[src/rtl/tlc_pkg.sv]
package tlc_pkg;

  // Default geometry of the target store
  localparam int STORE_BYTES_DEF = 65536;
  localparam int TILE_W_DEF      = 4;
  localparam int TILE_H_DEF      = 4;

  // Field widths
  localparam int CHAN_CFG_W = 11;
  localparam int DIM_CFG_W  = 9;
  localparam int CHAN_W     = 10;
  localparam int ROW_W      = 8;
  localparam int COL_W      = 8;
  localparam int DATA_W     = 8;
  localparam int LADDR_W    = 16;
  localparam int CNT_W      = 27;

  localparam int MAX_CHANNELS = 1024;
  localparam int MAX_ROWS     = 256;
  localparam int MAX_COLS     = 256;

  // Internal widths, sized for tiles up to 16x16 and stores up to 16 MiB
  localparam int SADDR_W     = 24;
  localparam int PAD_W       = 9;   // padded dimension, at most 271
  localparam int STRIDE_W    = 13;  // tile-row stride, at most 4336
  localparam int PLANE_W     = 17;  // padded plane size, at most 73441
  localparam int OFF_W       = 28;  // full tiled offset
  localparam int SUB_W       = 4;   // position inside a tile
  localparam int RECIP_SHIFT = 16;
  localparam int RECIP_W     = 17;
  localparam int SETTLE_W    = 2;

  localparam int QUEUE_DEPTH = 4;

  // Register port
  localparam int PADDR_W = 4;
  localparam int PDATA_W = 32;

  localparam logic [1:0] REG_CHANNELS = 2'd0;
  localparam logic [1:0] REG_ROWS     = 2'd1;
  localparam logic [1:0] REG_COLS     = 2'd2;

  localparam logic KIND_LOAD    = 1'b0;
  localparam logic KIND_COMPARE = 1'b1;

  typedef struct packed {
    logic [CHAN_CFG_W-1:0] chans;
    logic [DIM_CFG_W-1:0]  rows;
    logic [DIM_CFG_W-1:0]  cols;
  } tlc_cfg_t;

  // One classified operation between front and back
  typedef struct packed {
    logic               is_load;
    logic [SADDR_W-1:0] addr;
    logic [DATA_W-1:0]  data;
    logic               oor;
    logic [CHAN_W-1:0]  chan;
    logic [ROW_W-1:0]   row;
    logic [COL_W-1:0]   col;
    logic               last;
  } tlc_op_t;

  typedef struct packed {
    logic              mismatch;
    logic [CHAN_W-1:0] chan;
    logic [ROW_W-1:0]  row;
    logic [COL_W-1:0]  col;
    logic [DATA_W-1:0] golden;
    logic [DATA_W-1:0] target;
    logic [CNT_W-1:0]  diff;
    logic              oor;
    logic              last;
  } tlc_res_t;

endpackage

[src/rtl/tlc_queue.sv]
module tlc_queue #(
  parameter int DEPTH = tlc_pkg::QUEUE_DEPTH
) (
  input  logic             clk,
  input  logic             rst_n,
  input  logic             wr,
  input  tlc_pkg::tlc_op_t din,
  output logic             full,
  input  logic             rd,
  output tlc_pkg::tlc_op_t dout,
  output logic             empty
);

  localparam int PTR_W = $clog2(DEPTH);

  tlc_pkg::tlc_op_t mem_r [DEPTH];
  logic [PTR_W-1:0] head_r, head_nxt;
  logic [PTR_W-1:0] tail_r, tail_nxt;
  logic [PTR_W:0]   count_r, count_nxt;

  assign full  = (count_r == (PTR_W+1)'(DEPTH));
  assign empty = (count_r == '0);
  assign dout  = mem_r[head_r];

  always_comb begin
    head_nxt  = head_r;
    tail_nxt  = tail_r;
    count_nxt = count_r;
    if (wr) begin
      tail_nxt = (tail_r == PTR_W'(DEPTH-1)) ? '0 : tail_r + 1'b1;
    end
    if (rd) begin
      head_nxt = (head_r == PTR_W'(DEPTH-1)) ? '0 : head_r + 1'b1;
    end
    if (wr && !rd) begin
      count_nxt = count_r + 1'b1;
    end else if (rd && !wr) begin
      count_nxt = count_r - 1'b1;
    end
  end

  always_ff @(posedge clk) begin
    if (!rst_n) begin
      head_r  <= '0;
      tail_r  <= '0;
      count_r <= '0;
    end else begin
      head_r  <= head_nxt;
      tail_r  <= tail_nxt;
      count_r <= count_nxt;
    end
  end

  always_ff @(posedge clk) begin
    if (wr) begin
      mem_r[tail_r] <= din;
    end
  end

endmodule

[config.mk]
export PLATFORM = sky130hd
export DESIGN_NAME = tlc_queue
export DESIGN_NICKNAME = d
export VERILOG_FILES = /design/src/rtl/tlc_pkg.sv /design/src/rtl/tlc_queue.sv
export SDC_FILE = /design/constraint.sdc
export NUM_CORES = 1
export LEC_CHECK = 0
export BUFFER_PORTS_ARGS = -buffer_cell sky130_fd_sc_hd__buf_4
export CAP_MARGIN = 0
export CORE_MARGIN = 10
export CORE_UTILIZATION = 57
export DETAILED_ROUTE_END_ITERATION = 8
export GPL_TIMING_DRIVEN = 0
export HOLD_SLACK_MARGIN = 0.15
export PLACE_DENSITY = 0.88
export SYNTH_ARGS = -nofsm -noshare
export SYNTH_HDL_FRONTEND = slang
export SYNTH_SLANG_ARGS = --single-unit
[constraint.sdc]
create_clock -name clk -period 3.35 [get_ports clk]
set_input_delay 0.1675 -clock clk [delete_from_list [all_inputs] [get_ports clk]]
set_output_delay 0.1675 -clock clk [all_outputs]
set_load 0.005 [all_outputs]
[After elaboration in Yosys (flattened, before gate mapping)]
Memory sizes are Yosys's and may differ from the RTL's. A register that Yosys moved wholly into a read port is not among the register bits.
Cells that the tools add are included.
Word-level totals
  bits in registers: 7
  memory bits (writable): 244
  input port bits: 65
  output and inout bits: 63
  word-level logic and storage cells: 25
  memories: 1
Operators by class
  $add $sub $neg: 4
  equal/unequal tests: 3
  multiplexer cells: 8
  reduce and logical (&&, ||, !) cells: 6
Memory list
  mem_r: words 4, width 61, rd ports 1, clocked after Yosys merged registers in 1, wr ports 1, line tlc_queue.sv:16  | tlc_pkg::tlc_op_t mem_r [DEPTH];
Operator list (number)
  two-way mux 2 bit: 4
  two-way mux 3 bit: 2
  adder 2 x 1 -> 2 bit (second input constant): 2
  equality test 2 bit (second input constant): 2
  adder 3 x 1 -> 3 bit (second input constant): 1
  equality test 3 bit (second input constant): 1
  zero test 3 bit: 1
  subtractor 3 x 1 -> 3 bit (second input constant): 1
  logical AND 1 bit: 2
  zero test 1 bit: 2
  two-way mux 1 bit: 2
  nonzero test 2 bit: 1

[Longest topological paths before layout]
Gate-level depths: netlist (run 1).
  depth in word-level cells: 4
  depth in mapped cells: 7
  gate-level depth less buffers: 7

[Worst setup path before layout (run 1)]
No wires, ideal clock.
  path kind: register to register
  start: register tail_r[0]
  end: memory mem_r[2][0] in the netlist's numbering, enable pin
  setup time: 0.425 ns
  arrival time: 1.989 ns
  data required time: 2.925 ns
  slack: 0.936 ns
  stages on the path, launching flop included: 4
  buffers on the path: 0
  clock period less this slack: 2.414 ns
  path through: dfxtp_1 > inv_1 > ha_1 > and2_1
RTL lines
  start, declared: line tlc_queue.sv:18  | logic [PTR_W-1:0] tail_r, tail_nxt;
  start signal, assigned: line tlc_queue.sv:49  | tail_r <= tail_nxt;
  end, declared: line tlc_queue.sv:16
Straight into the memory's write port.

==> PnR_summary.wiki, run 1 <==
{| class="wikitable"
! Metric !! Value
|-
| Clock Sinks || ~250
|-
| Top routing layer used || met4
|-
| Most frequent standard cell in the layout excluding fill and tap cells || sky130_fd_sc_hd__edfxtp_1
|-
| Share of layout cells above drive strength 1 || roughly two fifths
|-
| Final Critical Period || about 2.2 ns
|-
| Routed wire length on met3 || between 1 and 1.5 mm
|-
| Critical Path, Cell by Cell || buf_1 > buf_2 > mux4_2 > buf_4
|-
| Critical Path Sink Type || primary output
|-
| Critical path's largest stage delay || around 0.38 ns
|-
| DRC violation count after routing || 0
|-
| Count of final max-slew check failures || 0
|-
| Filler Cells Inserted || 834
|-
| Sequential share of power || approximately 52%
|-
| Number of cells on the worst hold path || 2
|-
| Die area || between 20000 and 25000 sq um
|-
| Data required, critical path || 3.18 ns
|-
| Kind of start point of the critical path || flip-flop
|-
| FF+latch count, synth || about 250
|-
| Net Sw Power || 1.42 mW
|-
| Initial antenna violation count || 1
|-
| Routed via count divided by cell count || roughly 5.5
|-
| Internal cell power || around 5.6 mW
|-
| Final setup vio count || 0
|-
| Highest ir drop seen on vdd || between 0.0004 and 0.0005 V
|-
| R2r startpoint || tail_r[0]$_SDFFE_PN0P_
|-
| Max Root-Sink Buffers || 3
|-
| Post-route core utilization || between 70% and 80%
|-
| Comb pwr share || 10.1%
|-
| Unrepaired setup endpoints after global routing || false
|-
| Overall fraction of global-route tracks in use || roughly 17%
|-
| Number of cell instances on the worst register-to-register path || 3
|-
| Maximum fanout encountered on the critical timing path || 10
|-
| Final hold violation count || 0
|-
| Clock tree from TritonCTS || done
|-
| Top-level I/O count || approximately 130
|-
| Clock-pin transition on the worst setup and hold timing paths || ~0.060 ns
|-
| Synthesized netlist cell count || between 300 and 400
|-
| Residual overflow from global routing || 0
|-
| Wire length of the first global-routing pass || between 20 and 30 mm
|-
| Final instance area || 12000 sq um
|-
| Achievable Freq || 0.448 GHz
|-
| Vias in the first global route || ~5000
|-
| Worst hold margin || between 0.4 and 0.5 ns
|-
| Nets@finish || about 660
|-
| Average cell area after synthesis || 25.7 sq um
|-
| Number of standard-cell rows in the floorplan || 46
|-
| # H-tree levels || 1
|-
| First-pass detailed-route iteration total || 4
|-
| Max-cap check violation count || 0
|-
| Pwr dens || just under 600 nW/um^2
|-
| Port Buffer Count || roughly 130
|-
| Y dimension of the die || ~150 um
|-
| Clock power share || 38.0%
|-
| Arrival time at the worst endpoint || 2.06 ns
|-
| Endpoint of the worst hold-timing path || mem_r[3][23]$_DFFE_PP_
|-
| HP Start || din[23]
|-
| Number of warnings reported in the yosys synthesis log || 0
|-
| Mapped Area || 9330 sq um
|-
| Number of buffers created by CTS || 24
|-
| Total negative slack || 0 ns
|-
| Horizontal extent of the die || approximately 150 um
|-
| Share of total power consumed by net switching || between 20% and 30%
|-
| Part of the cycle the worst path needs || between 60% and 70%
|-
| Reg-to-Reg End || mem_r[0][40]$_DFFE_PP_
|-
| Part of the Yosys area used for sequential elements || approximately four fifths
|-
| Number of vias in the routed layout || roughly 4500
|-
| Placer Congestion || 0.717
|-
| Clk Tree Root Cell || sky130_fd_sc_hd__clkbuf_16
|-
| Reg-to-reg slack, setup || around 1.6 ns
|-
| Number of placed cells counting well taps || a little over 700
|-
| Total length of routed wires || 18.7 mm
|-
| Final routed wire length divided by cell count || 22.9 um
|-
| Class of the tightest hold or removal check || input pin to flip-flop
|-
| Post-DP HPWL || 10.8 mm
|-
| Critical setup path kind || flip-flop to primary output
|-
| Total routed wire length on the met1 layer || roughly 7.2 mm
|-
| Most frequent cells in the layout || 244 x sky130_fd_sc_hd__edfxtp_1, 127 x sky130_fd_sc_hd__buf_4, 65 x sky130_fd_sc_hd__dlygate4sd3_1
|-
| Insertion delay to the later sink of the worst-skew pair || about 0.50 ns
|-
| Static leakage || about 4.2 nW
|-
| Synthesized Nets || around 440
|-
| Number of standard cells in the layout, taps in and fillers out || between 800 and 900
|-
| Run status || complete, no violations
|-
| Number of DRC violations after detailed-routing iteration 0 || about 340
|-
| Area Overhead vs Synth || 29.2%
|-
| Clock Skew || between 0.008 and 0.009 ns
|-
| Core Region || ~16000 sq um
|-
| Cell type of the slowest stage on the worst timing path || sky130_fd_sc_hd__buf_2
|-
| Starting utilization of the core area || around three fifths
|-
| Number of distinct library cell variants in the gate-level netlist after synthesis || 24
|-
| Total met2 wirelength after detailed routing || 10.1 mm
|-
| Worst Max-Slew Pin Slew || 0.946 ns
|-
| Pin count of the biggest net entering global routing || 62
|-
| Slew HR || 36.9%
|-
| Post-route antenna net violation count || 0
|-
| Placed inst area || 10600 sq um
|}
area by class of cell:
type                            instances  area [sq um]  area share [%]
Multi-Input combinational cell         92          1650            13.7
Clock inverter                         11           130            1.08
Buffer                                 14           165            1.37
Clock buffer                           31           648            5.38
Inverter                                4          15.0           0.125
Antenna cell                            1          2.50          0.0208
Tap cell                              216           270            2.24
Sequential cell                       253          7510            62.3
Timing Repair Buffer                  194          1660            13.8
worst max path at each step:
stage	end	from	slack [ns]
6_report	dout[17]	flip-flop	1.12
5_1_grt	dout[34]	flip-flop	0.98
4_1_cts	dout[34]	flip-flop	1.02
3_5_place_dp	mem_r[0][47]$_DFFE_PP_	tail_r[0]$_SDFFE_PN0P_	1.56
3_3_place_gp	mem_r[2][36]$_DFFE_PP_	tail_r[0]$_SDFFE_PN0P_	-0.03
2_1_floorplan	mem_r[2][0]$_DFFE_PP_	tail_r[0]$_SDFFE_PN0P_	0.94
synthesized netlist by cell type (all sizes together):
cell type,instances,area [sq um]
or3,1,6.26
a21boi,1,7.51
xor2,1,8.76
inv,4,15.0
nor3,1,5.00
o21a,1,7.51
ha,6,75.1
o21ai,1,5.00
mux4,61,1380
nor2b,4,25.0
and2,5,31.3
nor2,1,3.75
edfxtp,244,7330
fa,1,20.0
dfxtp,9,180
mux2i,3,30.0
nor3b,3,22.5
xnor2,1,8.76
a21oi,1,5.00
buf,14,165
power groups by stage:
stage | registers [mW] | clock network (mW) | logic, mW
after floorplan | 3.70 | 0 | 0.315
after global placement | 3.71 | 0 | 0.619
after detailed placement | 3.71 | 0 | 0.650
after CTS | 3.65 | 2.71 | 0.719
after global routing | 3.66 | 2.86 | 0.763
final | 3.65 | 2.66 | 0.708
worst max-delay path: cells and delay by family (launching register included):
family / cells / cell delay [ns]
buffers and inverters: 3 / 0.88
multiplexers: 1 / 0.37
flip-flops: 1 / 0.31
routing by layer:
layer  track usage (%)  vias to the layer above
met5                 0                        -
met4              4.66                        0
met3              4.00                       22
met2              29.2                      152
met1              21.5                     2317
li1                  -                     1981
cell families after synthesis:
logic type / after synthesis / synth area share [%]
AOI/OAI and AO/OA: 4 / 0.268
adders and majority gates: 7 / 1.02
buffers and inverters: 18 / 1.93
xor gates and xnor gates: 2 / 0.188
and+or+nand+nor: 15 / 1.01
DFF: 253 / 80.5
muxes: 64 / 15.1
per-stage QoR:
step	setup slack, ns	total power, mW
finish	1.12	7.02
global route	0.984	7.28
CTS	1.02	7.07
detailed placement	1.56	4.36
global placement	-0.0322	4.33
floorplan	0.936	4.02
flip-flops by register name, summed over array words and instances, names as in the netlist, named ones only:
register and count:
head_r 2, count_r 3, mem_r 244, tail_r 2
repair_timing:
item / 4_1_cts / 5_1_grt
hold buffers: 65 / 0
resized for setup: 0 / 0
setup buffers: 0 / 0
endpoints found under the hold margin: 253 / 0
No activity file was read; power rests on OpenSTA's default activity.
==> inputs of run 2 (changes only) <==
==> constraint.sdc (replaced) <==
create_clock -name clk -period 2.3 [get_ports clk]
set_input_delay 0.115 -clock clk [delete_from_list [all_inputs] [get_ports clk]]
set_output_delay 0.115 -clock clk [all_outputs]
set_load 0.005 [all_outputs]
==> run 2 against run 1 <==
  * Utilization shrank 0.41 points
  * Routed wire length down 0.38%
  * Combinational power grew 47%
  * Clock power is 32% higher
  * Final area is 0.54% lower
  * Clock-buffer cell count fell by 1
  * Power grew 40%
  * Via count up 0.78%
  * Non-clock buffer count rose by 1
  * Clock skew is 0.0012 ns lower
  * Final cell count unchanged
  * Global-route usage decreased by 0.26 points
  * Critical endpoint is now dout[38]
  * Largest cell class unchanged
  * Highest routed layer unchanged
==> PnR_summary.wiki, run 2 (same netlist as run 1, synthesis figures left out) <==
{| class="wikitable"
! Metric !! Value
|-
| Clk Tree Root Cell || sky130_fd_sc_hd__clkbuf_16
|-
| Kind of start point of the critical path || flip-flop
|-
| Number of placed cells counting well taps || 710
|-
| Insertion delay to the later sink of the worst-skew pair || 0.50 ns
|-
| First-pass detailed-route iteration total || 4
|-
| Max-cap check violation count || 0
|-
| Post-route core utilization || 75.2%
|-
| Post-route antenna net violation count || 0
|-
| Number of buffers created by CTS || 25
|-
| Die area || ~22000 sq um
|-
| Critical setup path kind || flip-flop to primary output
|-
| Pin count of the biggest net entering global routing || 33
|-
| Initial antenna violation count || 0
|-
| Unrepaired setup endpoints after global routing || false
|-
| Y dimension of the die || ~150 um
|-
| Final Critical Period || slightly above 2 ns
|-
| Wire length of the first global-routing pass || roughly 29 mm
|-
| Clock Sinks || ~250
|-
| Placer Congestion || 0.741
|-
| Highest ir drop seen on vdd || between 0.0006 and 0.0007 V
|-
| Total negative slack || 0 ns
|-
| Run status || complete, no violations
|-
| Number of vias in the routed layout || between 4000 and 5000
|-
| Register ranked first by flip-flop count || mem_r
|-
| Max reg flops || approximately 240
|-
| Setup WS post-layout || 0.233 ns
|-
| Share of layout cells above drive strength 1 || 39.2%
|-
| Port Buffer Count || 127
|-
| Post-placement worst setup slack || 0.558 ns
|-
| Number of DRC violations after detailed-routing iteration 0 || 231
|-
| Most frequent cells in the layout || 244 x sky130_fd_sc_hd__edfxtp_1, 127 x sky130_fd_sc_hd__buf_4, 65 x sky130_fd_sc_hd__dlygate4sd3_1
|-
| Clock-pin transition on the worst setup and hold timing paths || ~0.060 ns
|-
| Starting utilization of the core area || about three fifths
|-
| Final setup vio count || 0
|-
| Antenna diode count || 0
|-
| Static leakage || ~4.1 nW
|-
| Nets@finish || approximately 660
|-
| Area Overhead vs Synth || 28.5%
|-
| Clock tree from TritonCTS || done
|-
| Horizontal extent of the die || 148 um
|-
| Worst hold margin || about 0.35 ns
|-
| Pwr dens || ~820 nW/um^2
|-
| Max Root-Sink Buffers || 3
|-
| Worst Max-Slew Pin Slew || 0.500 ns
|-
| Clock Skew || between 0.007 and 0.008 ns
|-
| Maximum fanout encountered on the critical timing path || 10
|-
| Vias in the first global route || around 5000
|-
| Final routed wire length divided by cell count || between 20 and 25 um
|-
| Count of final max-slew check failures || 0
|-
| Regs by FF count || mem_r x244, count_r x3
|-
| Class of the tightest hold or removal check || input pin to flip-flop
|-
| Achievable Freq || 0.484 GHz
|-
| Arrival time at the worst endpoint || ~2.0 ns
|-
| Filler Cells Inserted || between 800 and 900
|-
| Top-level I/O count || between 100 and 150
|-
| Residual overflow from global routing || 0
|-
| Most frequent standard cell in the layout excluding fill and tap cells || sky130_fd_sc_hd__edfxtp_1
|-
| Overall fraction of global-route tracks in use || about 17%
|-
| # H-tree levels || 1
|-
| Slew HR || 66.7%
|-
| Data required, critical path || 2.18 ns
|-
| Final hold violation count || 0
|-
| Critical Path Sink Type || primary output
|-
| Core Region || 15900 sq um
|-
| Number of standard-cell rows in the floorplan || between 40 and 50
|-
| Number of standard cells in the layout, taps in and fillers out || 816
|-
| DRC violation count after routing || 0
|-
| Part of the cycle the worst path needs || 89.9%
|-
| Post-DP HPWL || 11.4 mm
|-
| Total length of routed wires || about 19 mm
|-
| Routed via count divided by cell count || about 5.5
|}
[run 2: cell types whose count changed in the layout (fill, tap and decap cells not counted)]
cell / delta
sky130_fd_sc_hd__clkinv_1: +8
sky130_fd_sc_hd__buf_16: -2
sky130_fd_sc_hd__buf_1: -1
sky130_fd_sc_hd__clkbuf_1: -1
sky130_fd_sc_hd__diode_2: -1
sky130_fd_sc_hd__clkinv_2: -4
sky130_fd_sc_hd__bufinv_16: -3
sky130_fd_sc_hd__buf_12: +4
[run 2: routing by layer]
layer | up-vias | share of wire (%) | global-route usage [%]
met5 | - | 0 | 0
met4 | 0 | 1.5 | 4.51
met3 | 27 | 6.0 | 3.88
met2 | 148 | 53 | 29.5
met1 | 2348 | 39 | 20.6
li1 | 1984 | - | -
[run 2: cell type report]
class	count	area (sq um)	area share (%)
buffer	13	161	1.35
clock inverter	12	50.0	0.418
timing repair buffer	196	1680	14.1
tap	216	270	2.26
sequential	253	7510	62.7
inverter	4	15.0	0.125
multi-input combinational	92	1650	13.8
clock buffer	30	644	5.38
[run 2: path summary, 6_finish.rpt]
check | startpoint | endpoint | slack, ns | depth (start not counted)
hold / removal | din[40] | mem_r[1][40]$_DFFE_PP_ | 0.35 | 2
setup reg to reg | tail_r[1]$_SDFFE_PN0P_ | mem_r[1][6]$_DFFE_PP_ | 0.57 | 4
hold reg to reg | count_r[2]$_SDFFE_PN0P_ | count_r[2]$_SDFFE_PN0P_ | 0.56 | 2
setup / recovery | flip-flop | dout[38] | 0.23 | 3
[run 2: worst max-delay path: stages, from the launching register on]
cell,delay [ns]
sky130_fd_sc_hd__dfxtp_1,0.52
sky130_fd_sc_hd__buf_2,0.36
sky130_fd_sc_hd__mux4_2,0.40
sky130_fd_sc_hd__buf_4,0.16
[run 2: through the flow]
| step | cell area (sq um) | power, mW |
|---|---|---|
| floorplan | 9330 | 5.85 |
| global placement | 10600 | 6.30 |
| detailed placement | 10600 | 6.36 |
| CTS | 12000 | 9.92 |
| global route | 12000 | 10.2 |
| finish | 12000 | 9.86 |
[run 2: repair_timing]
item                                   in CTS  in global routing
gates resized for setup                     0                  0
hold buffers                               65                  0
setup endpoints to repair                   0                  1
endpoints found under the hold margin     253                  0
buffers inserted                            0                  0
[run 2: where the power goes]
part	switching, mW	total [mW]	internal (mW)	leakage [nW]
clock	1.54	3.51	1.97	0.334
sequential	0.0592	5.31	5.25	2.32
combinational	0.443	1.04	0.594	1.48
total	2.04	9.86	7.82	4.13
