<file path="src/rtl/tlc_pkg.sv">
package tlc_pkg;

  // Default geometry of the target store
  localparam int STORE_BYTES_DEF = 65536;
  localparam int TILE_W_DEF      = 4;
  localparam int TILE_H_DEF      = 4;

  // Field widths
  localparam int CHAN_CFG_W = 11;
  localparam int DIM_CFG_W  = 9;
  localparam int CHAN_W     = 10;
  localparam int ROW_W      = 8;
  localparam int COL_W      = 8;
  localparam int DATA_W     = 8;
  localparam int LADDR_W    = 16;
  localparam int CNT_W      = 27;

  localparam int MAX_CHANNELS = 1024;
  localparam int MAX_ROWS     = 256;
  localparam int MAX_COLS     = 256;

  // Internal widths, sized for tiles up to 16x16 and stores up to 16 MiB
  localparam int SADDR_W     = 24;
  localparam int PAD_W       = 9;   // padded dimension, at most 271
  localparam int STRIDE_W    = 13;  // tile-row stride, at most 4336
  localparam int PLANE_W     = 17;  // padded plane size, at most 73441
  localparam int OFF_W       = 28;  // full tiled offset
  localparam int SUB_W       = 4;   // position inside a tile
  localparam int RECIP_SHIFT = 16;
  localparam int RECIP_W     = 17;
  localparam int SETTLE_W    = 2;

  localparam int QUEUE_DEPTH = 4;

  // Register port
  localparam int PADDR_W = 4;
  localparam int PDATA_W = 32;

  localparam logic [1:0] REG_CHANNELS = 2'd0;
  localparam logic [1:0] REG_ROWS     = 2'd1;
  localparam logic [1:0] REG_COLS     = 2'd2;

  localparam logic KIND_LOAD    = 1'b0;
  localparam logic KIND_COMPARE = 1'b1;

  typedef struct packed {
    logic [CHAN_CFG_W-1:0] chans;
    logic [DIM_CFG_W-1:0]  rows;
    logic [DIM_CFG_W-1:0]  cols;
  } tlc_cfg_t;

  // One classified operation between front and back
  typedef struct packed {
    logic               is_load;
    logic [SADDR_W-1:0] addr;
    logic [DATA_W-1:0]  data;
    logic               oor;
    logic [CHAN_W-1:0]  chan;
    logic [ROW_W-1:0]   row;
    logic [COL_W-1:0]   col;
    logic               last;
  } tlc_op_t;

  typedef struct packed {
    logic              mismatch;
    logic [CHAN_W-1:0] chan;
    logic [ROW_W-1:0]  row;
    logic [COL_W-1:0]  col;
    logic [DATA_W-1:0] golden;
    logic [DATA_W-1:0] target;
    logic [CNT_W-1:0]  diff;
    logic              oor;
    logic              last;
  } tlc_res_t;

endpackage

</file>
<file path="src/rtl/tlc_front.sv">
module tlc_front #(
  parameter int STORE_BYTES = tlc_pkg::STORE_BYTES_DEF,
  parameter int TILE_WIDTH  = tlc_pkg::TILE_W_DEF,
  parameter int TILE_HEIGHT = tlc_pkg::TILE_H_DEF
) (
  input  logic                         clk,
  input  logic                         rst_n,
  input  tlc_pkg::tlc_cfg_t            cfg,
  input  logic                         cfg_wr,
  input  logic                         push,
  output logic                         full,
  input  logic                         kind,
  input  logic [tlc_pkg::LADDR_W-1:0]  load_addr,
  input  logic [tlc_pkg::DATA_W-1:0]   data_byte,
  output logic                         q_push,
  output tlc_pkg::tlc_op_t             q_data,
  input  logic                         q_full
);

  localparam int PAD_W    = tlc_pkg::PAD_W;
  localparam int RECIP_W  = tlc_pkg::RECIP_W;
  localparam int PROD_W   = PAD_W + RECIP_W;
  localparam int STRIDE_W = tlc_pkg::STRIDE_W;
  localparam int PLANE_W  = tlc_pkg::PLANE_W;
  localparam int OFF_W    = tlc_pkg::OFF_W;
  localparam int SUB_W    = tlc_pkg::SUB_W;
  localparam int CHAN_W   = tlc_pkg::CHAN_W;
  localparam int ROW_W    = tlc_pkg::ROW_W;
  localparam int COL_W    = tlc_pkg::COL_W;
  localparam int CCFG_W   = tlc_pkg::CHAN_CFG_W;
  localparam int DCFG_W   = tlc_pkg::DIM_CFG_W;
  localparam int SETTLE_W = tlc_pkg::SETTLE_W;

  localparam int RECIP_C   = (2**tlc_pkg::RECIP_SHIFT + TILE_WIDTH - 1) / TILE_WIDTH;
  localparam int RECIP_R   = (2**tlc_pkg::RECIP_SHIFT + TILE_HEIGHT - 1) / TILE_HEIGHT;
  localparam int TILE_AREA = TILE_WIDTH * TILE_HEIGHT;

  localparam logic [1:0] ST_IDLE = 2'd0;
  localparam logic [1:0] ST_MUL  = 2'd1;
  localparam logic [1:0] ST_PUSH = 2'd2;

  // ---- clamped dimensions
  logic [CCFG_W-1:0] chans_cl;
  logic [DCFG_W-1:0] rows_cl, cols_cl;

  always_comb begin
    if (cfg.chans == '0) begin
      chans_cl = CCFG_W'(1);
    end else if (cfg.chans > CCFG_W'(tlc_pkg::MAX_CHANNELS)) begin
      chans_cl = CCFG_W'(tlc_pkg::MAX_CHANNELS);
    end else begin
      chans_cl = cfg.chans;
    end
    if (cfg.rows == '0) begin
      rows_cl = DCFG_W'(1);
    end else if (cfg.rows > DCFG_W'(tlc_pkg::MAX_ROWS)) begin
      rows_cl = DCFG_W'(tlc_pkg::MAX_ROWS);
    end else begin
      rows_cl = cfg.rows;
    end
    if (cfg.cols == '0) begin
      cols_cl = DCFG_W'(1);
    end else if (cfg.cols > DCFG_W'(tlc_pkg::MAX_COLS)) begin
      cols_cl = DCFG_W'(tlc_pkg::MAX_COLS);
    end else begin
      cols_cl = cfg.cols;
    end
  end

  // ---- geometry: three registered steps after each register write
  logic [PAD_W-1:0]    cols_up, rows_up;
  logic [PROD_W-1:0]   qc_prod, qr_prod;
  logic [PAD_W-1:0]    qc_r, qr_r;
  logic [PAD_W+4:0]    pcols_full, prows_full;
  logic [PAD_W-1:0]    pcols_r, prows_r;
  logic [STRIDE_W-1:0] stride_nxt, stride_r;
  logic [PLANE_W-1:0]  plane_nxt, plane_r;
  logic [SETTLE_W-1:0] settle_r, settle_nxt;

  assign cols_up    = PAD_W'(cols_cl) + PAD_W'(TILE_WIDTH - 1);
  assign rows_up    = PAD_W'(rows_cl) + PAD_W'(TILE_HEIGHT - 1);
  assign qc_prod    = PROD_W'(cols_up) * PROD_W'(RECIP_C);
  assign qr_prod    = PROD_W'(rows_up) * PROD_W'(RECIP_R);
  assign pcols_full = (PAD_W+5)'(qc_r) * (PAD_W+5)'(TILE_WIDTH);
  assign prows_full = (PAD_W+5)'(qr_r) * (PAD_W+5)'(TILE_HEIGHT);
  assign stride_nxt = STRIDE_W'(qc_r) * STRIDE_W'(TILE_AREA);
  assign plane_nxt  = PLANE_W'(pcols_r) * PLANE_W'(prows_r);

  always_comb begin
    if (cfg_wr) begin
      settle_nxt = '1;
    end else if (settle_r != '0) begin
      settle_nxt = settle_r - 1'b1;
    end else begin
      settle_nxt = settle_r;
    end
  end

  always_ff @(posedge clk) begin
    qc_r     <= qc_prod[tlc_pkg::RECIP_SHIFT +: PAD_W];
    qr_r     <= qr_prod[tlc_pkg::RECIP_SHIFT +: PAD_W];
    pcols_r  <= pcols_full[PAD_W-1:0];
    prows_r  <= prows_full[PAD_W-1:0];
    stride_r <= stride_nxt;
    plane_r  <= plane_nxt;
  end

  // ---- coordinate counters
  logic [1:0]        state_r, state_nxt;
  logic              accept;
  logic              col_end, row_end, chan_end, last_now;
  logic [CHAN_W-1:0] ch_r, ch_nxt;
  logic [ROW_W-1:0]  row_r, row_nxt, rgrp_r, rgrp_nxt;
  logic [COL_W-1:0]  col_r, col_nxt, cgrp_r, cgrp_nxt;
  logic [SUB_W-1:0]  rsub_r, rsub_nxt, csub_r, csub_nxt;
  logic              load_ok;

  assign full     = (state_r != ST_IDLE) || (settle_r != '0);
  assign accept   = push && !full;
  assign col_end  = (DCFG_W'(col_r) + DCFG_W'(1)) >= cols_cl;
  assign row_end  = (DCFG_W'(row_r) + DCFG_W'(1)) >= rows_cl;
  assign chan_end = (CCFG_W'(ch_r) + CCFG_W'(1)) >= chans_cl;
  assign last_now = col_end && row_end && chan_end;
  assign load_ok  = 32'(load_addr) < 32'(STORE_BYTES);

  always_comb begin
    ch_nxt   = ch_r;
    row_nxt  = row_r;
    rgrp_nxt = rgrp_r;
    rsub_nxt = rsub_r;
    col_nxt  = col_r;
    cgrp_nxt = cgrp_r;
    csub_nxt = csub_r;
    if (accept && kind == tlc_pkg::KIND_COMPARE) begin
      if (last_now) begin
        ch_nxt   = '0;
        row_nxt  = '0;
        rgrp_nxt = '0;
        rsub_nxt = '0;
        col_nxt  = '0;
        cgrp_nxt = '0;
        csub_nxt = '0;
      end else if (!col_end) begin
        col_nxt = col_r + 1'b1;
        if (csub_r == SUB_W'(TILE_WIDTH - 1)) begin
          csub_nxt = '0;
          cgrp_nxt = cgrp_r + 1'b1;
        end else begin
          csub_nxt = csub_r + 1'b1;
        end
      end else begin
        col_nxt  = '0;
        cgrp_nxt = '0;
        csub_nxt = '0;
        if (!row_end) begin
          row_nxt = row_r + 1'b1;
          if (rsub_r == SUB_W'(TILE_HEIGHT - 1)) begin
            rsub_nxt = '0;
            rgrp_nxt = rgrp_r + 1'b1;
          end else begin
            rsub_nxt = rsub_r + 1'b1;
          end
        end else begin
          row_nxt  = '0;
          rgrp_nxt = '0;
          rsub_nxt = '0;
          ch_nxt   = ch_r + 1'b1;
        end
      end
    end
  end

  always_comb begin
    state_nxt = state_r;
    case (state_r)
      ST_IDLE: begin
        if (accept) begin
          if (kind == tlc_pkg::KIND_COMPARE) begin
            state_nxt = ST_MUL;
          end else if (load_ok) begin
            state_nxt = ST_PUSH;
          end
        end
      end
      ST_MUL:  state_nxt = ST_PUSH;
      ST_PUSH: begin
        if (!q_full) begin
          state_nxt = ST_IDLE;
        end
      end
      default: state_nxt = ST_IDLE;
    endcase
  end

  always_ff @(posedge clk) begin
    if (!rst_n) begin
      state_r  <= ST_IDLE;
      settle_r <= '1;
      ch_r     <= '0;
      row_r    <= '0;
      rgrp_r   <= '0;
      rsub_r   <= '0;
      col_r    <= '0;
      cgrp_r   <= '0;
      csub_r   <= '0;
    end else begin
      state_r  <= state_nxt;
      settle_r <= settle_nxt;
      ch_r     <= ch_nxt;
      row_r    <= row_nxt;
      rgrp_r   <= rgrp_nxt;
      rsub_r   <= rsub_nxt;
      col_r    <= col_nxt;
      cgrp_r   <= cgrp_nxt;
      csub_r   <= csub_nxt;
    end
  end

  // ---- item capture and offset arithmetic
  logic                        op_load_r;
  logic [tlc_pkg::LADDR_W-1:0] op_addr_r;
  logic [tlc_pkg::DATA_W-1:0]  op_data_r;
  logic [CHAN_W-1:0]           op_ch_r;
  logic [ROW_W-1:0]            op_row_r, op_rgrp_r;
  logic [COL_W-1:0]            op_col_r, op_cgrp_r;
  logic [SUB_W-1:0]            op_rsub_r, op_csub_r;
  logic                        op_last_r;
  logic [OFF_W-1:0]            p_ch_r, p_row_r, p_part_r;
  logic [OFF_W-1:0]            offset;
  logic                        oor;

  always_ff @(posedge clk) begin
    if (accept) begin
      op_load_r <= (kind == tlc_pkg::KIND_LOAD);
      op_addr_r <= load_addr;
      op_data_r <= data_byte;
      op_ch_r   <= ch_r;
      op_row_r  <= row_r;
      op_rgrp_r <= rgrp_r;
      op_rsub_r <= rsub_r;
      op_col_r  <= col_r;
      op_cgrp_r <= cgrp_r;
      op_csub_r <= csub_r;
      op_last_r <= last_now;
    end
    if (state_r == ST_MUL) begin
      p_ch_r   <= OFF_W'(op_ch_r) * OFF_W'(plane_r);
      p_row_r  <= OFF_W'(op_rgrp_r) * OFF_W'(stride_r);
      p_part_r <= OFF_W'(op_cgrp_r) * OFF_W'(TILE_AREA)
                + OFF_W'(op_rsub_r) * OFF_W'(TILE_WIDTH)
                + OFF_W'(op_csub_r);
    end
  end

  assign offset = p_ch_r + p_row_r + p_part_r;
  assign oor    = offset >= OFF_W'(STORE_BYTES);

  always_comb begin
    q_data.is_load = op_load_r;
    q_data.addr    = op_load_r ? tlc_pkg::SADDR_W'(op_addr_r)
                               : offset[tlc_pkg::SADDR_W-1:0];
    q_data.data    = op_data_r;
    q_data.oor     = !op_load_r && oor;
    q_data.chan    = op_ch_r;
    q_data.row     = op_row_r;
    q_data.col     = op_col_r;
    q_data.last    = op_last_r;
  end

  assign q_push = (state_r == ST_PUSH) && !q_full;

endmodule

</file>
<file path="config.mk">
export PLATFORM = sky130hd
export DESIGN_NAME = tlc_front
export DESIGN_NICKNAME = d
export VERILOG_FILES = /design/src/rtl/tlc_pkg.sv /design/src/rtl/tlc_front.sv
export SDC_FILE = /design/constraint.sdc
export NUM_CORES = 1
export LEC_CHECK = 0
export BUFFER_PORTS_ARGS = -buffer_cell sky130_fd_sc_hd__buf_2
export CAP_MARGIN = 10
export CORE_MARGIN = 2
export CORE_UTILIZATION = 50
export CTS_CLUSTER_DIAMETER = 30
export DETAILED_ROUTE_END_ITERATION = 8
export PLACE_DENSITY = 0.73
export RECOVER_POWER = 100
export SLEW_MARGIN = 20
export SYNTH_ARGS = -nofsm -noshare
export SYNTH_HDL_FRONTEND = slang
export SYNTH_SLANG_ARGS = --single-unit
</file>
<file path="constraint.sdc">
create_clock -name clk -period 6.45 [get_ports clk]
set_input_delay 0.9675 -clock clk [delete_from_list [all_inputs] [get_ports clk]]
set_output_delay 0.9675 -clock clk [all_outputs]
set_load 0.02 [all_outputs]
</file>
[Word-level counts from Yosys, hierarchy flattened]
Cells that the tools add are included.
Storage, ports and cells
  register bits after elaboration: 243
  latch bits: 0
  memory bits (writable): 0
  memory bits (read-only): 0
  output and inout bits: 63
  memories: 0
Cells by class
  add/sub/neg operators: 17
  multiply operators: 3
  div/mod/pow operators: 0
  order comparisons: 7
  eq/ne operators: 6
  shift operators: 0
  multiplexer cells: 33
  bitwise gates (word level): 2
  reductions and logical operators: 26
Operator list (number)
  $mux W8: 12
  $mux W9: 4
  $add A8 B1 Y8 const B: 4
  $mux W10: 3
  $add A27 B21 Y28: 1
  $add A28 B28 Y28: 1
  $ge A28 B17 Y1 const B: 1
  $mux W4: 7
  $mux W24: 1
  $mul A10 B13 Y23: 1
  $mux W11: 2
  $add A8 B1 Y9 const B: 2
  $add A9 B2 Y9 const B: 2
  $ge A9 B9 Y1: 2
  $gt A9 B9 Y1 const B: 2
  $logic_not A9 Y1: 2
  $mul A8 B7 Y15: 1
  $add A13 B4 Y14: 1
  $add A12 B6 Y13: 1
  $mul A7 B7 Y13: 1
  $add A10 B1 Y11 const B: 1
  $ge A11 B11 Y1: 1
  $gt A11 B11 Y1 const B: 1
  $logic_not A11 Y1: 1
  other kinds (19): 39

[Depth between registers and ports, before layout]
Gate-level depths: netlist (run 1).
  depth after elaboration: 8
  depth in mapped cells: 21
  gate-level depth less buffers: 20

[Worst setup path before layout (run 1)]
No wires, ideal clock.
  path type: reg-to-reg
  start point: register op_ch_r[2]
  end point: register p_ch_r[26], data pin
  library setup time: 0.258 ns
  data arrival time: 5.613 ns
  data required time: 6.192 ns
  slack: 0.580 ns
  cell stages (with the launch flop): 19
  path buffers: 1
  period minus slack after synthesis: 5.870 ns
  cell sequence: edfxtp_1 -> clkbuf_1 -> nand2_1 -> fa_1 -> inv_1 -> fa_1 -> fa_1 -> fa_1 -> inv_1 -> fa_1 -> inv_1 -> ha_1 -> a211o_1 -> or3_1 -> o221a_2 -> or4_4 -> a311oi_4 -> a21oi_2 -> xnor2_1
On the way
  cells in the longest elaborated chain, start to end: 1
Ends and longest elaborated chain
  from (decl): RTL line tlc_front.sv:223  | logic [CHAN_W-1:0] op_ch_r;
  from (signal assigned): RTL line tlc_front.sv:237  | op_ch_r <= ch_r;
  $mul A10 B13 Y23: RTL line tlc_front.sv:247  | p_ch_r <= OFF_W'(op_ch_r) * OFF_W'(plane_r);
  to (signal assigned): RTL line tlc_front.sv:247
  to (decl): RTL line tlc_front.sv:228  | logic [OFF_W-1:0] p_ch_r, p_row_r, p_part_r;
Every way passes these cells.
A chain may end at the register's enable or synchronous reset.

[Worst setup path in the final report (run 1)]
  start point: register op_ch_r[9]
  end point: register p_ch_r[26], data pin
Same word-level chain as after synthesis.

==> summary.md, run 1 <==
| Metric | Value |
|---|---|
| Run status | `finished with violations` |
| Violated checks | `max-capacitance violations, max-slew violations` |
| Minimum period implied by the final worst setup slack | `6080 ps` |
| Most instantiated cells after synthesis | `sky130_fd_sc_hd__nand2_1, sky130_fd_sc_hd__inv_1, sky130_fd_sc_hd__ha_1, sky130_fd_sc_hd__fa_1, sky130_fd_sc_hd__edfxtp_1` |
| Relative contribution of combinational cells to total power | `48.5%` |
| Number of design rule violations left after detail routing | `0` |
| Sequential-to-total area share from yosys stat | `32.8%` |
| Synthesized flop and latch total | `222` |
| CTS tree | `done` |
| Critical path's largest stage delay | `580 ps` |
| Number of placed cells counting well taps | `2265` |
| Sequential cell fraction of total power | `between 20% and 30%` |
| Number of flops mapped to enable cells by yosys | `127` |
| Count of mapped cells out of synthesis | `1735` |
| Worst-case setup margin in the final layout | `367 ps` |
| Synth unique cells | `65` |
| Violation count after the first detailed-routing iteration | `662` |
| Final sum of negative setup slack | `0 ps` |
| Final clock period utilization by the worst path | `94.3%` |
| Clock buffer count from CTS | `between 40 and 50` |
| Detailed-routing iteration count for the pre-antenna-repair pass | `5` |
| Most frequently used flop master after synthesis | `sky130_fd_sc_hd__edfxtp_1` |
| Most frequent cell after synthesis | `sky130_fd_sc_hd__nand2_1` |
| Multiplexer share of the synthesized area | `0.741%` |
| Count of buffer and inverter cells on the critical path | `2` |
| Via density | `5.35` |
| Required time worst endpoint | `6730 ps` |
| Length in cells of the worst reg-to-reg path | `16` |
| Starting density of the core | `50.6%` |
| Crit path kind | `flop to flop` |
| Total wire length | `36500 microns` |
| Worst endpoint data arrival time | `6360 ps` |
| Complex-gate fraction of the synthesized area | `9.05%` |
| Final net count | `about 2300` |
| Core Rows | `68` |
| Ant diodes | `0` |
| Largest family of logic cells by synthesized area | `adder cells` |
| Count of buffers from port buffering | `~120` |
| Number of warnings printed during yosys synthesis | `0` |
| Final global-route overflow total | `0` |
| Dominant cells by area after synthesis | `sky130_fd_sc_hd__edfxtp_1, sky130_fd_sc_hd__fa_1, sky130_fd_sc_hd__ha_1` |
| Net Sw Frac | `between 30% and 40%` |
| Critical Path Sink Type | `flop` |
| Area enclosed by the die boundary | `0.0363 sq mm` |
| Clock power share | `29.6%` |
| Post-cts sizing count | `0` |
| Post-layout instance count excluding filler cells | `2353` |
| Initial antenna violation count | `0` |
| Clock buffer depth | `3` |
| Internal power | `0.00516 W` |
| Hold buffer count at cts | `0` |
| Crit path max-delay family | `adder cells` |
| Total count of hold-check failures in the final report | `0` |
| Syn Nets | `2126` |
| Master of the slowest instance on the critical path | `sky130_fd_sc_hd__edfxtp_1` |
| Core area | `between 0.03 and 0.04 sq mm` |
| Number of max-slew violations in the final report | `130` |
| Post-CTS clock slew at the launch and capture registers of the worst setup and hold paths | `50 ps` |
| Setup repair after global routing missed its margin | `no` |
| Overall track demand over capacity in global routing | `between 20% and 30%` |
| Cell Chain, Critical Path | `and2_0 > fa_1 > fa_1 > fa_1 > fa_1 > inv_1 > fa_1 > inv_1 > ha_1 > a211o_1 > or3_1 > o221a_2 > or4_4 > a311oi_4 > a21oi_1 > xnor2_1` |
| Global-route wire length before repair | `60900 microns` |
| Static leakage | `9.13 nW` |
| Post-Synthesis Cell Area | `0.0174 sq mm` |
| Instance count on the critical path | `16` |
| Die Wd | `191 microns` |
| Sink count of the clock tree | `222` |
| Number of setup buffers added after CTS | `0` |
| Detailed-placement wirelength estimate | `28200 microns` |
| Proportion of layout cells with a drive suffix above 1 | `8.85%` |
| Power per standard cell area | `about 420 mW/mm^2` |
| Worst setup timing slack at the placement stage | `between 400 and 500 ps` |
| Total number of vias | `between 10000 and 15000` |
| Synthesized area per cell | `10.0 sq um` |
| Most frequent cell on the critical path | `sky130_fd_sc_hd__fa_1` |
| Adder and majority cell fraction of the synthesized area | `a little under a third` |
| Worst-case clock skew | `26.7 ps` |
| H-tree level count | `2` |
| Achievable Freq | `164 MHz` |
| Share of the synthesized area in the top cell type | `21.9%` |
| Worst setup SP type | `flop` |
| Vias in the first global route | `between 10000 and 15000` |
| Worst-Margin Slew | `around 4200 ps` |
| Simple-gate share of the synthesized area | `16.3%` |
| Final RePlAce weighted congestion | `0.848` |
| Worst hold slack | `317 ps` |
| Count of nets left with antenna violations after detail routing | `0` |
| Cell type with the largest total area after synthesis | `sky130_fd_sc_hd__edfxtp_1` |
| Die height | `around 190 microns` |
| Maximum fanout encountered on the critical timing path | `14` |
| Maximum capacitance violations | `2` |
| Clock Latency Late Sink | `between 500 and 600 ps` |
| Signed area change from the synthesized netlist to the final layout | `14.9%` |
| Share of synthesized flip-flops with an asynchronous set or reset | `0%` |
| Total power of the final layout | `0.00831 W` |
| I/O pin total | `around 120` |
| Relative max-transition margin | `-183%` |
| Path category of the worst min-delay check | `flop to flop` |
| Power spent charging and discharging nets | `about 0.0032 W` |
| Xor/xnor cell area share of the yosys netlist | `5.34%` |
| Root buffer selected by CTS | `sky130_fd_sc_hd__clkbuf_16` |
| Worst Hold Path Cells | `0` |
| Final Setup Violations | `0` |
| Maximum number of pins on one net before global-route repair | `slightly below 80` |
| DR WL/cell | `15.5 microns` |
| Peak supply drop | `482 uV` |
-- worst paths after layout --
path                   startpoint                   end  slack (ps)
max          op_ch_r[9]$_DFFE_PP_  p_ch_r[26]$_DFFE_PP_         370
min reg2reg       qr_r[5]$_DFF_P_    prows_r[7]$_DFF_P_         320
min               qr_r[5]$_DFF_P_    prows_r[7]$_DFF_P_         320
max reg2reg  op_ch_r[9]$_DFFE_PP_  p_ch_r[26]$_DFFE_PP_         370
-- layout by cell type, fill, tap and decap left out, types with 7 or more instances in the layout --
cell type | netlist | final
sky130_fd_sc_hd__nand2_1 | 203 | 203
sky130_fd_sc_hd__inv_1 | 192 | 193
sky130_fd_sc_hd__ha_1 | 183 | 183
sky130_fd_sc_hd__fa_1 | 149 | 149
sky130_fd_sc_hd__edfxtp_1 | 127 | 127
sky130_fd_sc_hd__and2_1 | 122 | 113
sky130_fd_sc_hd__dfxtp_1 | 95 | 95
sky130_fd_sc_hd__nor2_1 | 82 | 80
sky130_fd_sc_hd__a21oi_1 | 73 | 74
sky130_fd_sc_hd__clkbuf_1 | 48 | 74
sky130_fd_sc_hd__o21ai_0 | 55 | 56
sky130_fd_sc_hd__xnor2_1 | 55 | 55
sky130_fd_sc_hd__buf_2 | 3 | 53
sky130_fd_sc_hd__xor2_1 | 51 | 51
sky130_fd_sc_hd__clkbuf_16 | 0 | 49
sky130_fd_sc_hd__nand3_1 | 32 | 32
sky130_fd_sc_hd__and3_1 | 23 | 23
sky130_fd_sc_hd__a21o_1 | 21 | 21
sky130_fd_sc_hd__nor3_1 | 19 | 18
sky130_fd_sc_hd__nand4_1 | 17 | 17
sky130_fd_sc_hd__nor2b_1 | 14 | 14
sky130_fd_sc_hd__nand2b_1 | 13 | 13
sky130_fd_sc_hd__o21a_1 | 13 | 13
sky130_fd_sc_hd__or3_1 | 12 | 12
sky130_fd_sc_hd__o21bai_1 | 10 | 10
sky130_fd_sc_hd__and2_0 | 0 | 9
sky130_fd_sc_hd__a31oi_1 | 9 | 9
sky130_fd_sc_hd__nor4_1 | 9 | 9
sky130_fd_sc_hd__inv_6 | 0 | 9
sky130_fd_sc_hd__or4_1 | 8 | 8
sky130_fd_sc_hd__o311ai_0 | 8 | 8
sky130_fd_sc_hd__o31ai_1 | 6 | 7
sky130_fd_sc_hd__mux2_2 | 7 | 7
sky130_fd_sc_hd__clkinv_2 | 0 | 7
-- cells by family after synthesis --
| kind of cell | count (synthesis) |
|---|---|
| adders and majority gates | 332 |
| xor gates and xnor gates | 106 |
| DFF | 222 |
| muxes | 12 |
| buffers and inverters | 250 |
| and+or+nand+nor | 571 |
| AOI/OAI and AO/OA | 242 |
-- sequential cells by signal, indices dropped and copies added, names as in the netlist, 7 cells and up --
name	flops
cgrp_r	8
prows_r	7
qr_r	7
rgrp_r	8
op_ch_r	10
qc_r	7
plane_r	13
ch_r	10
op_row_r	8
p_row_r	15
p_ch_r	23
stride_r	7
op_col_r	8
col_r	8
p_part_r	13
op_data_r	8
op_addr_r	16
row_r	8
op_rgrp_r	8
op_cgrp_r	8
-- power groups by stage --
| stage | Combinational, W | Clock [W] | Sequential [W] |
|---|---|---|---|
| final | 0.00403 | 0.00246 | 0.00182 |
| after global routing | 0.00464 | 0.00256 | 0.00183 |
| after CTS | 0.00407 | 0.00249 | 0.00182 |
| after detailed placement | 0.00402 | 0 | 0.00185 |
| after global placement | 0.00391 | 0 | 0.00184 |
| after floorplan | 0.00328 | 0 | 0.00177 |
-- routing by layer --
metal	wire length [microns]	share of wire [%]	GRT usage, %	vias to the layer above
met2	17500	48	35.3	333
met4	736	2.0	5.90	0
met3	2040	5.6	3.88	58
li1	-	-	-	6123
met1	16300	45	26.9	6080
met5	0	0	0	-
-- per-stage QoR --
step	cell area, sq um	utilization, %
5_1_grt	20000	58.2
2_1_floorplan	17400	-
3_3_place_gp	18400	53.7
6_report	20000	58.2
4_1_cts	20100	58.5
3_5_place_dp	18400	53.7
-- final cells by class --
type | instances | area (sq um)
multi-input combinational | 1263 | 10700
fill | 2860 | 14400
sequential | 222 | 5720
inverter | 196 | 736
tap | 455 | 569
clock inverter | 35 | 412
clock buffer | 53 | 1250
timing repair buffer | 129 | 569
No activity file was read; power rests on OpenSTA's default activity.
==> run 2, diff against run 1 <==
Settings changed: RECOVER_POWER 100 to 25.
==> run 2 against run 1 <==
  * Worst hold slack worse by 0.99 ps
  * Critical path depth stayed put
  * The run now ends clean
  * Sequential power hardly changed
  * Flip-flop and latch count stayed put
  * Core utilization is 0.29 points higher
  * Via count hardly changed
  * Highest routed layer unchanged
  * Clock-buffer cell count stayed put
  * Cell area is 0.49% higher
  * Clock power hardly changed
  * Total power hardly changed
==> summary.md, run 2 (synthesis results as in run 1) <==
| Metric | Value |
|---|---|
| Run status | `finished, final reports clean` |
| Final core utilization | `58.5% (+0.29 points)` |
| Final Setup Violations | `0 (unchanged)` |
| Count of nets left with antenna violations after detail routing | `0 (unchanged)` |
| Minimum period implied by the final worst setup slack | `6040 ps (-40.2 ps)` |
| Global-route wire length before repair | `60900 microns (unchanged)` |
| DR WL/cell | `15.5 microns (about the same)` |
| Worst hold slack | `316 ps (-0.985 ps)` |
| Largest registers ranked by flip-flop count | `p_ch_r: 23 flops, op_addr_r: 16 flops, p_row_r: 15 flops` |
| Final sum of negative setup slack | `0 ps (unchanged)` |
| Proportion of layout cells with a drive suffix above 1 | `12.4% (+3.6 points)` |
| Core Rows | `68 (unchanged)` |
| Required time worst endpoint | `6730 ps (about the same)` |
| Master of the slowest instance on the critical path | `sky130_fd_sc_hd__edfxtp_1` |
| Critical Path Sink Type | `flop` |
| Number of max-slew violations in the final report | `0 (-100%)` |
| Sink count of the clock tree | `222 (unchanged)` |
| Worst endpoint data arrival time | `6320 ps (-40 ps)` |
| Starting density of the core | `50.6% (unchanged)` |
| Number of setup buffers added after CTS | `0 (unchanged)` |
| Power per standard cell area | `413 mW/mm^2 (-0.51%)` |
| Total wire length | `36500 microns (about the same)` |
| Number of placed cells counting well taps | `2265 (unchanged)` |
| Die height | `191 microns (unchanged)` |
| Static leakage | `9.33 nW (+2.2%)` |
| Internal power | `0.00516 W (about the same)` |
| Most common cell after layout, fill and taps aside | `sky130_fd_sc_hd__nand2_1` |
| Worst-Margin Slew | `997 ps (-3250 ps)` |
| Final RePlAce weighted congestion | `0.848 (unchanged)` |
| Ant diodes | `0 (unchanged)` |
| Clock power share | `29.5% (about the same)` |
| Clock Latency Late Sink | `550 ps (about the same)` |
| Number of design rule violations left after detail routing | `0 (unchanged)` |
| Violation count after the first detailed-routing iteration | `641 (-3.2%)` |
| Clock buffer depth | `3 (unchanged)` |
| Hold buffer count at cts | `0 (unchanged)` |
| Commonest cells after routing, fill and taps aside | `sky130_fd_sc_hd__nand2_1, sky130_fd_sc_hd__inv_1, sky130_fd_sc_hd__ha_1, sky130_fd_sc_hd__fa_1, sky130_fd_sc_hd__edfxtp_1` |
| Initial antenna violation count | `0 (unchanged)` |
| Maximum number of pins on one net before global-route repair | `78 (unchanged)` |
| Critical path's largest stage delay | `570 ps (about the same)` |
| Worst setup SP type | `flop` |
| CTS tree | `done` |
| Net Sw Frac | `37.9% (about the same)` |
| Count of buffer and inverter cells on the critical path | `2 (unchanged)` |
| Achievable Freq | `165 MHz (+0.67%)` |
| Total number of vias | `12600 (-0.071%)` |
| Count of buffers from port buffering | `121 (unchanged)` |
| Crit path kind | `flop to flop` |
| I/O pin total | `122 (unchanged)` |
| Post-layout instance count excluding filler cells | `2353 (unchanged)` |
| Root buffer selected by CTS | `sky130_fd_sc_hd__clkbuf_16` |
| Maximum fanout encountered on the critical timing path | `14 (unchanged)` |
| Multi-input gate area in the final layout | `0.0108 sq mm (about the same)` |
| Final net count | `2250 (unchanged)` |
| Most frequent cell on the critical path | `sky130_fd_sc_hd__fa_1` |
| Final global-route overflow total | `0 (unchanged)` |
| Relative max-transition margin | `33.5% (+220 points)` |
| Peak supply drop | `481 uV (-0.12%)` |
| Crit path max-delay family | `adder cells` |
| Detailed-routing iteration count for the pre-antenna-repair pass | `5 (unchanged)` |
| Signed area change from the synthesized netlist to the final layout | `15.5%` |
| Maximum capacitance violations | `0 (-2)` |
| Number of flip-flops in the largest register | `23 (unchanged)` |
| Number of fill cells in the layout | `2824 (-1.3%)` |
| Sequential cell fraction of total power | `21.9% (about the same)` |
| Area enclosed by the die boundary | `0.0363 sq mm (unchanged)` |
| Setup repair after global routing missed its margin | `no` |
| Overall track demand over capacity in global routing | `20.7% (unchanged)` |
| Total count of hold-check failures in the final report | `0 (unchanged)` |
| Final clock period utilization by the worst path | `93.7% (-0.62 points)` |
| Cell Chain, Critical Path | `and2_1 > fa_1 > fa_1 > fa_1 > fa_1 > inv_1 > fa_1 > inv_1 > ha_1 > a211o_1 > or3_1 > o221a_2 > or4_4 > a311oi_4 > a21oi_2 > xnor2_1` |
| Largest Register | `p_ch_r` |
| Vias in the first global route | `12800 (unchanged)` |
| Power spent charging and discharging nets | `0.00315 W (about the same)` |
| Post-CTS clock slew at the launch and capture registers of the worst setup and hold paths | `50 ps (about the same)` |
| Reg area | `0.00572 sq mm (unchanged)` |
| Post-cts sizing count | `0 (unchanged)` |
| Worst-case clock skew | `27.2 ps (+0.413 ps)` |
| Clock buffer count from CTS | `47 (unchanged)` |
| Via density | `5.35 (about the same)` |
| Relative contribution of combinational cells to total power | `48.5% (about the same)` |
| Core area | `0.0344 sq mm (unchanged)` |
| Total power of the final layout | `0.00831 W (about the same)` |
| H-tree level count | `2 (unchanged)` |
| Detailed-placement wirelength estimate | `28200 microns (unchanged)` |
| Die Wd | `191 microns (unchanged)` |
| Path category of the worst min-delay check | `flop to flop` |
run 2: changes by cell type in the layout (fill, tap and decap cells not counted), moves of 3 or more:
cell,change
sky130_fd_sc_hd__buf_4,+3
sky130_fd_sc_hd__buf_2,+63
sky130_fd_sc_hd__clkbuf_1,-66
sky130_fd_sc_hd__and2_1,+7
sky130_fd_sc_hd__and2_0,-7
run 2: final cells by class:
type                       instances  area share, %
timing repair buffer             129           3.28
clock buffer                      53           6.23
clock inverter                    35           2.05
inverter                         196           3.66
multi-input combinational       1263           53.5
sequential                       222           28.4
tap                              455           2.83
run 2: worst register-to-register path: cells and delay by family (launching register included):
| kind | cells | cell delay [ps] |
|---|---|---|
| AOI/OAI and AO/OA | 4 | 980 |
| and+or+nand+nor | 3 | 1030 |
| buffers and inverters | 2 | 90 |
| DFF | 1 | 570 |
| xor gates and xnor gates | 1 | 130 |
| adders and majority gates | 6 | 2980 |
run 2: power groups by stage:
| stage | Clock, W | Sequential, W | Combinational, W |
|---|---|---|---|
| after CTS | 0.00249 | 0.00182 | 0.00407 |
| final | 0.00246 | 0.00182 | 0.00403 |
| after floorplan | 0 | 0.00177 | 0.00328 |
| after global routing | 0.00256 | 0.00183 | 0.00465 |
| after global placement | 0 | 0.00184 | 0.00391 |
| after detailed placement | 0 | 0.00185 | 0.00402 |
run 2: path summary, 6_finish.rpt:
check                                     startpoint              endpoint  slack (ps)  depth (start not counted)
worst max-delay path            op_ch_r[9]$_DFFE_PP_  p_ch_r[26]$_DFFE_PP_         410                         16
worst min-delay path                 qr_r[5]$_DFF_P_    prows_r[7]$_DFF_P_         320                          0
worst max register to register  op_ch_r[9]$_DFFE_PP_  p_ch_r[26]$_DFFE_PP_         410                         16
worst min register to register       qr_r[5]$_DFF_P_    prows_r[7]$_DFF_P_         320                          0
run 2: routing by layer:
layer | global-route usage [%] | up-vias | routed length, microns | share of wire, %
met1 | 26.9 | 6090 | 16200 | 44
met5 | 0 | - | 0 | 0
met4 | 5.90 | 0 | 685 | 1.9
met2 | 35.3 | 314 | 17600 | 48
li1 | - | 6128 | - | -
met3 | 3.88 | 53 | 1980 | 5.4
run 2: per-stage QoR:
| stage | setup WS, ps | area [sq um] |
|---|---|---|
| after global routing | 141 | 20100 |
| after floorplan | 580 | 17400 |
| after detailed placement | 413 | 18400 |
| after CTS | 385 | 20100 |
| after global placement | 507 | 18400 |
| final | 407 | 20100 |
